==> src/rtl/pasel_pkg.sv <==
// ----------------------------------------------------------------------------
// pasel_pkg
// Shared types and constants of the program stream audio selector.
// ----------------------------------------------------------------------------
package pasel_pkg;

    typedef enum logic [1:0] {
        PH_SCAN = 2'd0,
        PH_HEAD = 2'd1,
        PH_SKIP = 2'd2,
        PH_DATA = 2'd3
    } phase_t;

    // Position inside the fixed packet header, counted from the first zero of
    // the start code.
    localparam logic [3:0] HDR_NONE   = 4'd0;
    localparam logic [3:0] HDR_ID     = 4'd3;
    localparam logic [3:0] HDR_LEN_HI = 4'd4;
    localparam logic [3:0] HDR_LEN_LO = 4'd5;
    localparam logic [3:0] HDR_FLAG1  = 4'd6;
    localparam logic [3:0] HDR_FLAG2  = 4'd7;
    localparam logic [3:0] HDR_HLEN   = 4'd8;

    localparam logic [7:0] ID_PRIVATE_1 = 8'hBD;
    localparam logic [7:0] ID_PADDING   = 8'hBE;
    localparam logic [7:0] ID_PRIVATE_2 = 8'hBF;
    localparam logic [7:0] ID_AUDIO_0   = 8'hC0;
    localparam logic [7:0] ID_AUDIO_1   = 8'hC1;

    localparam logic [7:0] FLAG_MASK    = 8'hC0;
    localparam logic [7:0] FLAG_MARKER  = 8'h80;

    localparam logic [7:0] EXTRA_AUDIO_RESET = 8'd194;

    localparam logic CFG_WANTED_ID = 1'b0;
    localparam logic CFG_EXTRA_ID  = 1'b1;

    typedef struct packed {
        logic [7:0] data;
        logic [7:0] sid;
        logic       first;
        logic       last;
    } result_t;

endpackage

==> src/rtl/pes_audio_stream_selector_top.sv <==
// ----------------------------------------------------------------------------
// pes_audio_stream_selector_top
// Parses an MPEG-2 program stream byte by byte and passes the payload bytes
// of one selected (by default the first audio) stream.
// ----------------------------------------------------------------------------
//
//   channel   signals                                   direction
//   -------   ----------------------------------------  ---------
//   input     in_valid, in_stall, in_byte               into block
//   output    out_valid, out_stall, out_byte,           out of block
//             packet_stream_id, first_of_packet,
//             last_of_packet
//   config    cfg_wr_en, cfg_index, cfg_data            into block
//
// Every input transfer is handled in the cycle it is taken, so one byte per
// cycle is sustained while in_stall is low; the parser state register
// closes the only loop. Each result is registered before it is output.
// A two-entry output stage (output register plus skid register) lets the
// input keep flowing while a result waits; in_stall rises only once the
// skid register holds a result, and it comes straight from that register.
// Reset is asynchronous and active low; it puts the parser back to the
// start code search and restores the register defaults.
// ----------------------------------------------------------------------------
module pes_audio_stream_selector_top (
    input  logic       clk,
    input  logic       rst_n,

    input  logic       cfg_wr_en,
    input  logic       cfg_index,
    input  logic [7:0] cfg_data,

    input  logic       in_valid,
    output logic       in_stall,
    input  logic [7:0] in_byte,

    output logic       out_valid,
    input  logic       out_stall,
    output logic [7:0] out_byte,
    output logic [7:0] packet_stream_id,
    output logic       first_of_packet,
    output logic       last_of_packet
);

    // Configuration registers.
    logic [7:0] wanted_id_reg;
    logic [7:0] extra_id_reg;

    // Parser state.
    pasel_pkg::phase_t phase_reg, phase_next;
    logic [1:0]  zero_run_reg, zero_run_next;
    logic [3:0]  hdr_idx_reg, hdr_idx_next;
    logic [15:0] bytes_left_reg, bytes_left_next;
    logic [7:0]  opt_left_reg, opt_left_next;
    logic [7:0]  cur_id_reg, cur_id_next;
    logic [7:0]  latched_id_reg, latched_id_next;
    logic        first_pend_reg, first_pend_next;

    // Output stage.
    logic                 out_valid_reg;
    pasel_pkg::result_t   out_reg;
    logic                 skid_valid_reg;
    pasel_pkg::result_t   skid_reg;

    logic                 in_take;
    logic                 res_valid;
    pasel_pkg::result_t   res;

    logic        audio_type;
    logic        selected;
    logic [15:0] len_full;
    logic [15:0] bl_dec;
    logic [7:0]  opt_dec;

    assign in_stall = skid_valid_reg;
    assign in_take  = in_valid && !skid_valid_reg;

    always_ff @(posedge clk or negedge rst_n)
    begin
        if (!rst_n)
        begin
            wanted_id_reg <= 8'd0;
            extra_id_reg  <= pasel_pkg::EXTRA_AUDIO_RESET;
        end
        else if (cfg_wr_en)
        begin
            unique case (cfg_index)
                pasel_pkg::CFG_WANTED_ID: wanted_id_reg <= cfg_data;
                pasel_pkg::CFG_EXTRA_ID:  extra_id_reg  <= cfg_data;
                default:                  wanted_id_reg <= wanted_id_reg;
            endcase
        end
    end

    assign audio_type = (cur_id_reg == pasel_pkg::ID_PRIVATE_1) ||
                        (cur_id_reg == pasel_pkg::ID_AUDIO_0) ||
                        (cur_id_reg == pasel_pkg::ID_AUDIO_1) ||
                        (cur_id_reg == extra_id_reg);

    assign selected = (wanted_id_reg != 8'd0) ? (cur_id_reg == wanted_id_reg)
                    : ((latched_id_reg != 8'd0) && (cur_id_reg == latched_id_reg));

    assign len_full = {bytes_left_reg[15:8], in_byte};
    assign bl_dec   = bytes_left_reg - 16'd1;
    assign opt_dec  = opt_left_reg - 8'd1;

    // Next parser state and the result of the byte being transferred.
    always_comb
    begin
        phase_next      = phase_reg;
        zero_run_next   = zero_run_reg;
        hdr_idx_next    = hdr_idx_reg;
        bytes_left_next = bytes_left_reg;
        opt_left_next   = opt_left_reg;
        cur_id_next     = cur_id_reg;
        latched_id_next = latched_id_reg;
        first_pend_next = first_pend_reg;
        res_valid       = 1'b0;
        res.data        = in_byte;
        res.sid         = cur_id_reg;
        res.first       = first_pend_reg;
        res.last        = 1'b0;

        if (in_take)
        begin
            unique case (phase_reg)
                pasel_pkg::PH_SCAN:
                begin
                    if (in_byte == 8'h01 && zero_run_reg == 2'd2)
                    begin
                        phase_next    = pasel_pkg::PH_HEAD;
                        hdr_idx_next  = pasel_pkg::HDR_ID;
                        zero_run_next = 2'd0;
                    end
                    else if (in_byte == 8'h00)
                        zero_run_next = (zero_run_reg == 2'd2) ? 2'd2 : zero_run_reg + 2'd1;
                    else
                        zero_run_next = 2'd0;
                end

                pasel_pkg::PH_HEAD:
                begin
                    if (hdr_idx_reg == pasel_pkg::HDR_ID)
                    begin
                        cur_id_next  = in_byte;
                        hdr_idx_next = pasel_pkg::HDR_LEN_HI;
                    end
                    else if (hdr_idx_reg == pasel_pkg::HDR_LEN_HI)
                    begin
                        bytes_left_next = {in_byte, 8'd0};
                        hdr_idx_next    = pasel_pkg::HDR_LEN_LO;
                    end
                    else if (hdr_idx_reg == pasel_pkg::HDR_LEN_LO)
                    begin
                        bytes_left_next = len_full;
                        if (cur_id_reg == pasel_pkg::ID_PADDING ||
                            cur_id_reg == pasel_pkg::ID_PRIVATE_2)
                        begin
                            if (len_full == 16'd0)
                            begin
                                phase_next      = pasel_pkg::PH_SCAN;
                                zero_run_next   = 2'd2;
                                hdr_idx_next    = pasel_pkg::HDR_NONE;
                                opt_left_next   = 8'd0;
                                first_pend_next = 1'b0;
                            end
                            else
                            begin
                                if (wanted_id_reg == 8'd0 && latched_id_reg == 8'd0 &&
                                    audio_type)
                                    latched_id_next = cur_id_reg;
                                phase_next      = pasel_pkg::PH_DATA;
                                first_pend_next = 1'b1;
                            end
                        end
                        else if (len_full < 16'd3)
                        begin
                            // A zero low length byte counts toward the next
                            // start code, two zeros if the high byte was zero.
                            phase_next      = pasel_pkg::PH_SCAN;
                            zero_run_next   = (in_byte != 8'd0) ? 2'd0
                                            : (bytes_left_reg == 16'd0) ? 2'd2 : 2'd1;
                            hdr_idx_next    = pasel_pkg::HDR_NONE;
                            opt_left_next   = 8'd0;
                            first_pend_next = 1'b0;
                        end
                        else
                            hdr_idx_next = pasel_pkg::HDR_FLAG1;
                    end
                    else if (hdr_idx_reg == pasel_pkg::HDR_FLAG1)
                    begin
                        if ((in_byte & pasel_pkg::FLAG_MASK) != pasel_pkg::FLAG_MARKER)
                        begin
                            phase_next      = pasel_pkg::PH_SCAN;
                            zero_run_next   = (in_byte == 8'd0) ? 2'd1 : 2'd0;
                            hdr_idx_next    = pasel_pkg::HDR_NONE;
                            opt_left_next   = 8'd0;
                            first_pend_next = 1'b0;
                        end
                        else
                        begin
                            bytes_left_next = bl_dec;
                            if (wanted_id_reg == 8'd0 && latched_id_reg == 8'd0 && audio_type)
                                latched_id_next = cur_id_reg;
                            hdr_idx_next = pasel_pkg::HDR_FLAG2;
                        end
                    end
                    else if (hdr_idx_reg == pasel_pkg::HDR_FLAG2)
                    begin
                        bytes_left_next = bl_dec;
                        hdr_idx_next    = pasel_pkg::HDR_HLEN;
                    end
                    else
                    begin
                        bytes_left_next = bl_dec;
                        opt_left_next   = in_byte;
                        if (bl_dec == 16'd0)
                        begin
                            phase_next      = pasel_pkg::PH_SCAN;
                            zero_run_next   = 2'd0;
                            hdr_idx_next    = pasel_pkg::HDR_NONE;
                            opt_left_next   = 8'd0;
                            first_pend_next = 1'b0;
                        end
                        else
                        begin
                            first_pend_next = 1'b1;
                            phase_next      = (in_byte == 8'd0) ? pasel_pkg::PH_DATA
                                                                : pasel_pkg::PH_SKIP;
                        end
                    end
                end

                pasel_pkg::PH_SKIP:
                begin
                    bytes_left_next = bl_dec;
                    opt_left_next   = opt_dec;
                    if (bl_dec == 16'd0)
                    begin
                        phase_next      = pasel_pkg::PH_SCAN;
                        zero_run_next   = 2'd0;
                        hdr_idx_next    = pasel_pkg::HDR_NONE;
                        opt_left_next   = 8'd0;
                        first_pend_next = 1'b0;
                    end
                    else if (opt_dec == 8'd0)
                        phase_next = pasel_pkg::PH_DATA;
                end

                pasel_pkg::PH_DATA:
                begin
                    bytes_left_next = bl_dec;
                    res_valid       = selected;
                    res.last        = (bl_dec == 16'd0);
                    if (selected)
                        first_pend_next = 1'b0;
                    if (bl_dec == 16'd0)
                    begin
                        phase_next      = pasel_pkg::PH_SCAN;
                        zero_run_next   = 2'd0;
                        hdr_idx_next    = pasel_pkg::HDR_NONE;
                        opt_left_next   = 8'd0;
                        first_pend_next = 1'b0;
                    end
                end

                default:
                begin
                    phase_next = pasel_pkg::PH_SCAN;
                end
            endcase
        end
    end

    always_ff @(posedge clk or negedge rst_n)
    begin
        if (!rst_n)
        begin
            phase_reg      <= pasel_pkg::PH_SCAN;
            zero_run_reg   <= 2'd0;
            hdr_idx_reg    <= pasel_pkg::HDR_NONE;
            bytes_left_reg <= 16'd0;
            opt_left_reg   <= 8'd0;
            cur_id_reg     <= 8'd0;
            latched_id_reg <= 8'd0;
            first_pend_reg <= 1'b0;
        end
        else
        begin
            phase_reg      <= phase_next;
            zero_run_reg   <= zero_run_next;
            hdr_idx_reg    <= hdr_idx_next;
            bytes_left_reg <= bytes_left_next;
            opt_left_reg   <= opt_left_next;
            cur_id_reg     <= cur_id_next;
            latched_id_reg <= latched_id_next;
            first_pend_reg <= first_pend_next;
        end
    end

    // Output register with a skid register behind it. While the skid register
    // is full the input is stalled, so no new result can arrive then.
    always_ff @(posedge clk or negedge rst_n)
    begin
        if (!rst_n)
        begin
            out_valid_reg  <= 1'b0;
            skid_valid_reg <= 1'b0;
        end
        else if (!out_valid_reg || !out_stall)
        begin
            out_valid_reg  <= skid_valid_reg || res_valid;
            skid_valid_reg <= 1'b0;
        end
        else if (res_valid)
            skid_valid_reg <= 1'b1;
    end

    always_ff @(posedge clk)
    begin
        if (!out_valid_reg || !out_stall)
            out_reg <= skid_valid_reg ? skid_reg : res;
        else if (res_valid)
            skid_reg <= res;
    end

    assign out_valid        = out_valid_reg;
    assign out_byte         = out_reg.data;
    assign packet_stream_id = out_reg.sid;
    assign first_of_packet  = out_reg.first;
    assign last_of_packet   = out_reg.last;

endmodule
==> config.mk <==
export PLATFORM = sky130hd
export DESIGN_NAME = pes_audio_stream_selector_top
export DESIGN_NICKNAME = d
export VERILOG_FILES = /design/src/rtl/pasel_pkg.sv /design/src/rtl/pes_audio_stream_selector_top.sv
export SDC_FILE = /design/constraint.sdc
export NUM_CORES = 1
export LEC_CHECK = 0
export ABC_CLOCK_PERIOD_IN_PS = 3680
export BUFFER_PORTS_ARGS = -buffer_cell sky130_fd_sc_hd__buf_2
export CAP_MARGIN = 20
export CORE_MARGIN = 5
export CORE_UTILIZATION = 30
export CTS_CLUSTER_DIAMETER = 150
export DETAILED_ROUTE_END_ITERATION = 10
export GPL_TIMING_DRIVEN = 0
export PLACE_DENSITY_LB_ADDON = 0.15
export RECOVER_POWER = 50
export SLEW_MARGIN = 20
export SYNTH_ARGS = -nofsm -noshare
export SYNTH_HDL_FRONTEND = slang
export SYNTH_SLANG_ARGS = --single-unit
==> constraint.sdc <==
create_clock -name clk -period 3.68 [get_ports clk]
set_clock_uncertainty 0.2 [all_clocks]
set_input_delay 0.184 -clock clk [delete_from_list [all_inputs] [get_ports clk]]
set_output_delay 0.184 -clock clk [all_outputs]
set_load 0.1 [all_outputs]
==> results.txt <==
----------------------------------------------------
[Route]
  Post-detailed-route DRC marker count ... 0
  Vias after detailed routing ... 4,642
  Average wire length per cell after detail routing ... 18.6 um
  Pre-Repair DR Iteration Count ... 5
  Via-to-Cell Ratio ... 5.34
  Wire length after detailed routing ... 16,100 um
  Antenna violation net count after detailed routing ... 0
  Count of routing violations after the opening detailed-route iteration ... 319

[Place]
  Number of placed instances, taps included ... 841
  Port bufs ... 41
  Final GP Congestion ... 0.876
  HPWL after detailed placement ... 11,400 um

[Global routing]
  Wire length of the first global-routing pass ... 26,000 um
  Via count of the first global-routing pass ... 4,612
  Number of antenna violations at the first check in global routing ... 0
  GRT Resource Usage Total ... 15.0%
  Total overflow reported by the global router ... 0
  Largest net degree at the start of global routing ... 38

[Layout]
  Max reg flops ... 18
  Number of diodes ... 0
  Final std cells w/o fill ... 870
  Net count reported at finish ... 659
  Relative area change from synthesis to final layout ... 16.0%
  Post-layout util ... 35.5%
  Fraction of layout cells with a size suffix above 1 ... 13.7%

[CTS]
  Total number of H-tree levels ... 3
  Clk sinks ... 103
  CTS clock-pin slew for the worst setup and hold paths ... 0.07 ns
  TritonCTS clock tree ... built
  Clk Tree Root Cell ... sky130_fd_sc_hd__clkbuf_16
  Setup repair bufs after CTS ... 0
  Clock buffer count from CTS ... 9
  Insertion delay of the later-clocked pin in the worst-skew pair ... 0.36 ns
  Max Root-Sink Buffers ... 2

[Flow run]
  Total of max-cap violations ... 1

[Synthesis]
  Synthesized area ... 5730 um2
  Synthesized netlist cell count ... 564
  Count of unique library cells instantiated by Yosys ... 64
  Library cell occupying the most area in the post-synthesis netlist ... sky130_fd_sc_hd__dfrtp_1
  EDFF count, synth ... 36
  Share of the yosys chip area belonging to registers ... 48.2%
  Count of warnings emitted by yosys ... 0
  Synthesized net count ... 592
  Synthesized flop and latch total ... 103
  Share of synthesized flip-flops with an asynchronous set or reset ... 65.0%
  Most frequent cells after synthesis ... sky130_fd_sc_hd__dfrtp_1, sky130_fd_sc_hd__mux2_2, sky130_fd_sc_hd__nor2_1, sky130_fd_sc_hd__edfxtp_1, sky130_fd_sc_hd__o21ai_0
  Mean Syn Cell Area ... 10.2 um2
  Share of the synthesized area in the top cell type ... 27.9%
  Most frequent cell after synthesis ... sky130_fd_sc_hd__dfrtp_1
  Leading cell types by total area after synthesis ... sky130_fd_sc_hd__dfrtp_1, sky130_fd_sc_hd__edfxtp_1, sky130_fd_sc_hd__mux2_2
  Main synth FF type ... sky130_fd_sc_hd__dfrtp_1

[STA]
  Pins Over Slew Limit ... 32
  Actual transition at the worst max-transition pin ... 1.84 ns
  Achievable clock frequency ... 300 MHz
  Final Hold Fails ... 0
  Final period util ... 90.5%
  Unrepaired setup endpoints after global routing ... no
  Setup Total Neg Slack ... 0 ns
  Final count of negative-setup-slack endpoints ... 0
  Tightest slew margin relative to the limit ... -23.0%
  Time the worst path needs with I/O delays and setup ... 3.33 ns

[Die]
  Die Height ... 148 um
  Initial Util ... 30.6%
  DIE AREA ... 22,000 um2
  Total number of placement rows ... 50
  Count of boundary I/O pins ... 42
  Core outline area ... 18,800 um2
  Die extent in x ... 148 um

[Outcome]
  Result of the run ... complete, but fails checks
  Failing checks ... capacitance limit, slew limit

[Power]
  Pwr Total ... 4040 uW
  Static Leak ... 0.00273 uW
  Power density cells ... 607 nW/um2
  Largest vdd supply drop ... 0.220 mV

[Worst setup path]
  Crit-path max cell delay ... 0.63 ns
  Critical Path Fanout Max ... 10
  Crit path capture type ... flip-flop
  Cell family contributing the most delay on the critical path ... simple AND/OR/NAND/NOR gates
  Path type of the worst setup path ... flip-flop to flip-flop
  Category of the worst setup path launch point ... flip-flop
  WP buf/inv ... 2
  Worst-path cell with the longest stage delay ... sky130_fd_sc_hd__or4b_2
  CP Data Arrival Time ... 3.37 ns
  Critical Path RT ... 3.72 ns
  Cell chain of the critical path ... inv_1 -> ha_1 -> or4b_2 -> nor4_1 -> xor2_1 -> nand2b_1 -> nor4_4 -> buf_4 -> a21oi_1 -> a31o_1

[Worst hold path]
  Hold WC Path Type ... input pin to flip-flop

----------------------------------------------------
[cell usage in the layout (no fill, tap or decap), drive strengths merged, types with 22 or more instances in the layout]
master,instances
nor3,23
mux2,41
dfrtp,64
xor2,24
o21ai,49
nand2,28
clkbuf,70
a21oi,29
edfxtp,36
nor2,41
nor4,22
[cells by family (layout without fill, tap and decap cells)]
logic type               Yosys count  count (layout)  share of synthesized area (%)
flip-flops                       103             103                           48.2
AO/OA/AOI/OAI                    155             155                           17.5
XOR/XNOR                          29              29                           4.43
adder cells (fa/ha/maj)            6               6                           1.31
AND/OR/NAND/NOR                  177             177                           16.5
multiplexers                      42              42                           8.23
buffers and inverters             52             124                           3.86
[final cells by class]
type | instances | area [um2]
Tap cell | 234 | 293
Fill cell | 1923 | 12100
Buffer | 38 | 169
Sequential cell | 103 | 2760
Inverter | 14 | 52.6
Clock buffer | 10 | 229
Clock inverter | 6 | 78.8
Multi-Input combinational cell | 409 | 2760
Timing Repair Buffer | 56 | 314
[where the power goes]
part | switching (uW) | internal [uW] | total [uW]
Clock | 469 | 541 | 1010
Sequential | 207 | 1360 | 1570
Combinational | 929 | 530 | 1460
[timing repair]
action / CTS / global route
hold buffers: 12 / 1
endpoints found under the hold margin: 83 / 1
endpoints found under the setup margin: 0 / 0
resized for setup: 0 / 0
[through the flow]
| stage | worst slack, ns | area (um2) | hold slack, ns |
|---|---|---|---|
| floorplan | 0.0361 | 5730 | -0.312 |
| global placement | -0.782 | 6230 | 0.186 |
| detailed placement | 0.374 | 6270 | -0.0298 |
| CTS | 0.328 | 6700 | 0.00228 |
| global route | 0.179 | 6650 | 0.143 |
| finish | 0.348 | 6650 | 0.144 |
[routing by layer]
layer	track usage (%)	part of all wire (%)	vias to the layer above
met5	0	0	-
met4	5.31	1.9	0
met3	2.50	3.6	18
met2	23.2	46	112
met1	21.4	49	2264
li1	-	-	2248
[final timing paths]
check / start / end / slack, ns / cells past startpoint
min: in_byte[5] / skid_reg[15]$_DFFE_PP_ / 0.14 / 1
min in group asynchronous: rst_n / opt_left_reg[1]$_DFFE_PN0P_ / 0.67 / 2
max in group asynchronous: rst_n / cur_id_reg[2]$_DFFE_PN0P_ / 0.86 / 3
max reg2reg: bytes_left_reg[0]$_DFFE_PN0P_ / phase_reg[1]$_DFFE_PN0P_ / 0.35 / 10
min reg2reg: cur_id_reg[2]$_DFFE_PN0P_ / skid_reg[4]$_DFFE_PP_ / 0.24 / 0
max: bytes_left_reg[0]$_DFFE_PN0P_ / phase_reg[1]$_DFFE_PN0P_ / 0.35 / 10
No activity file was read; power rests on OpenSTA's default activity.
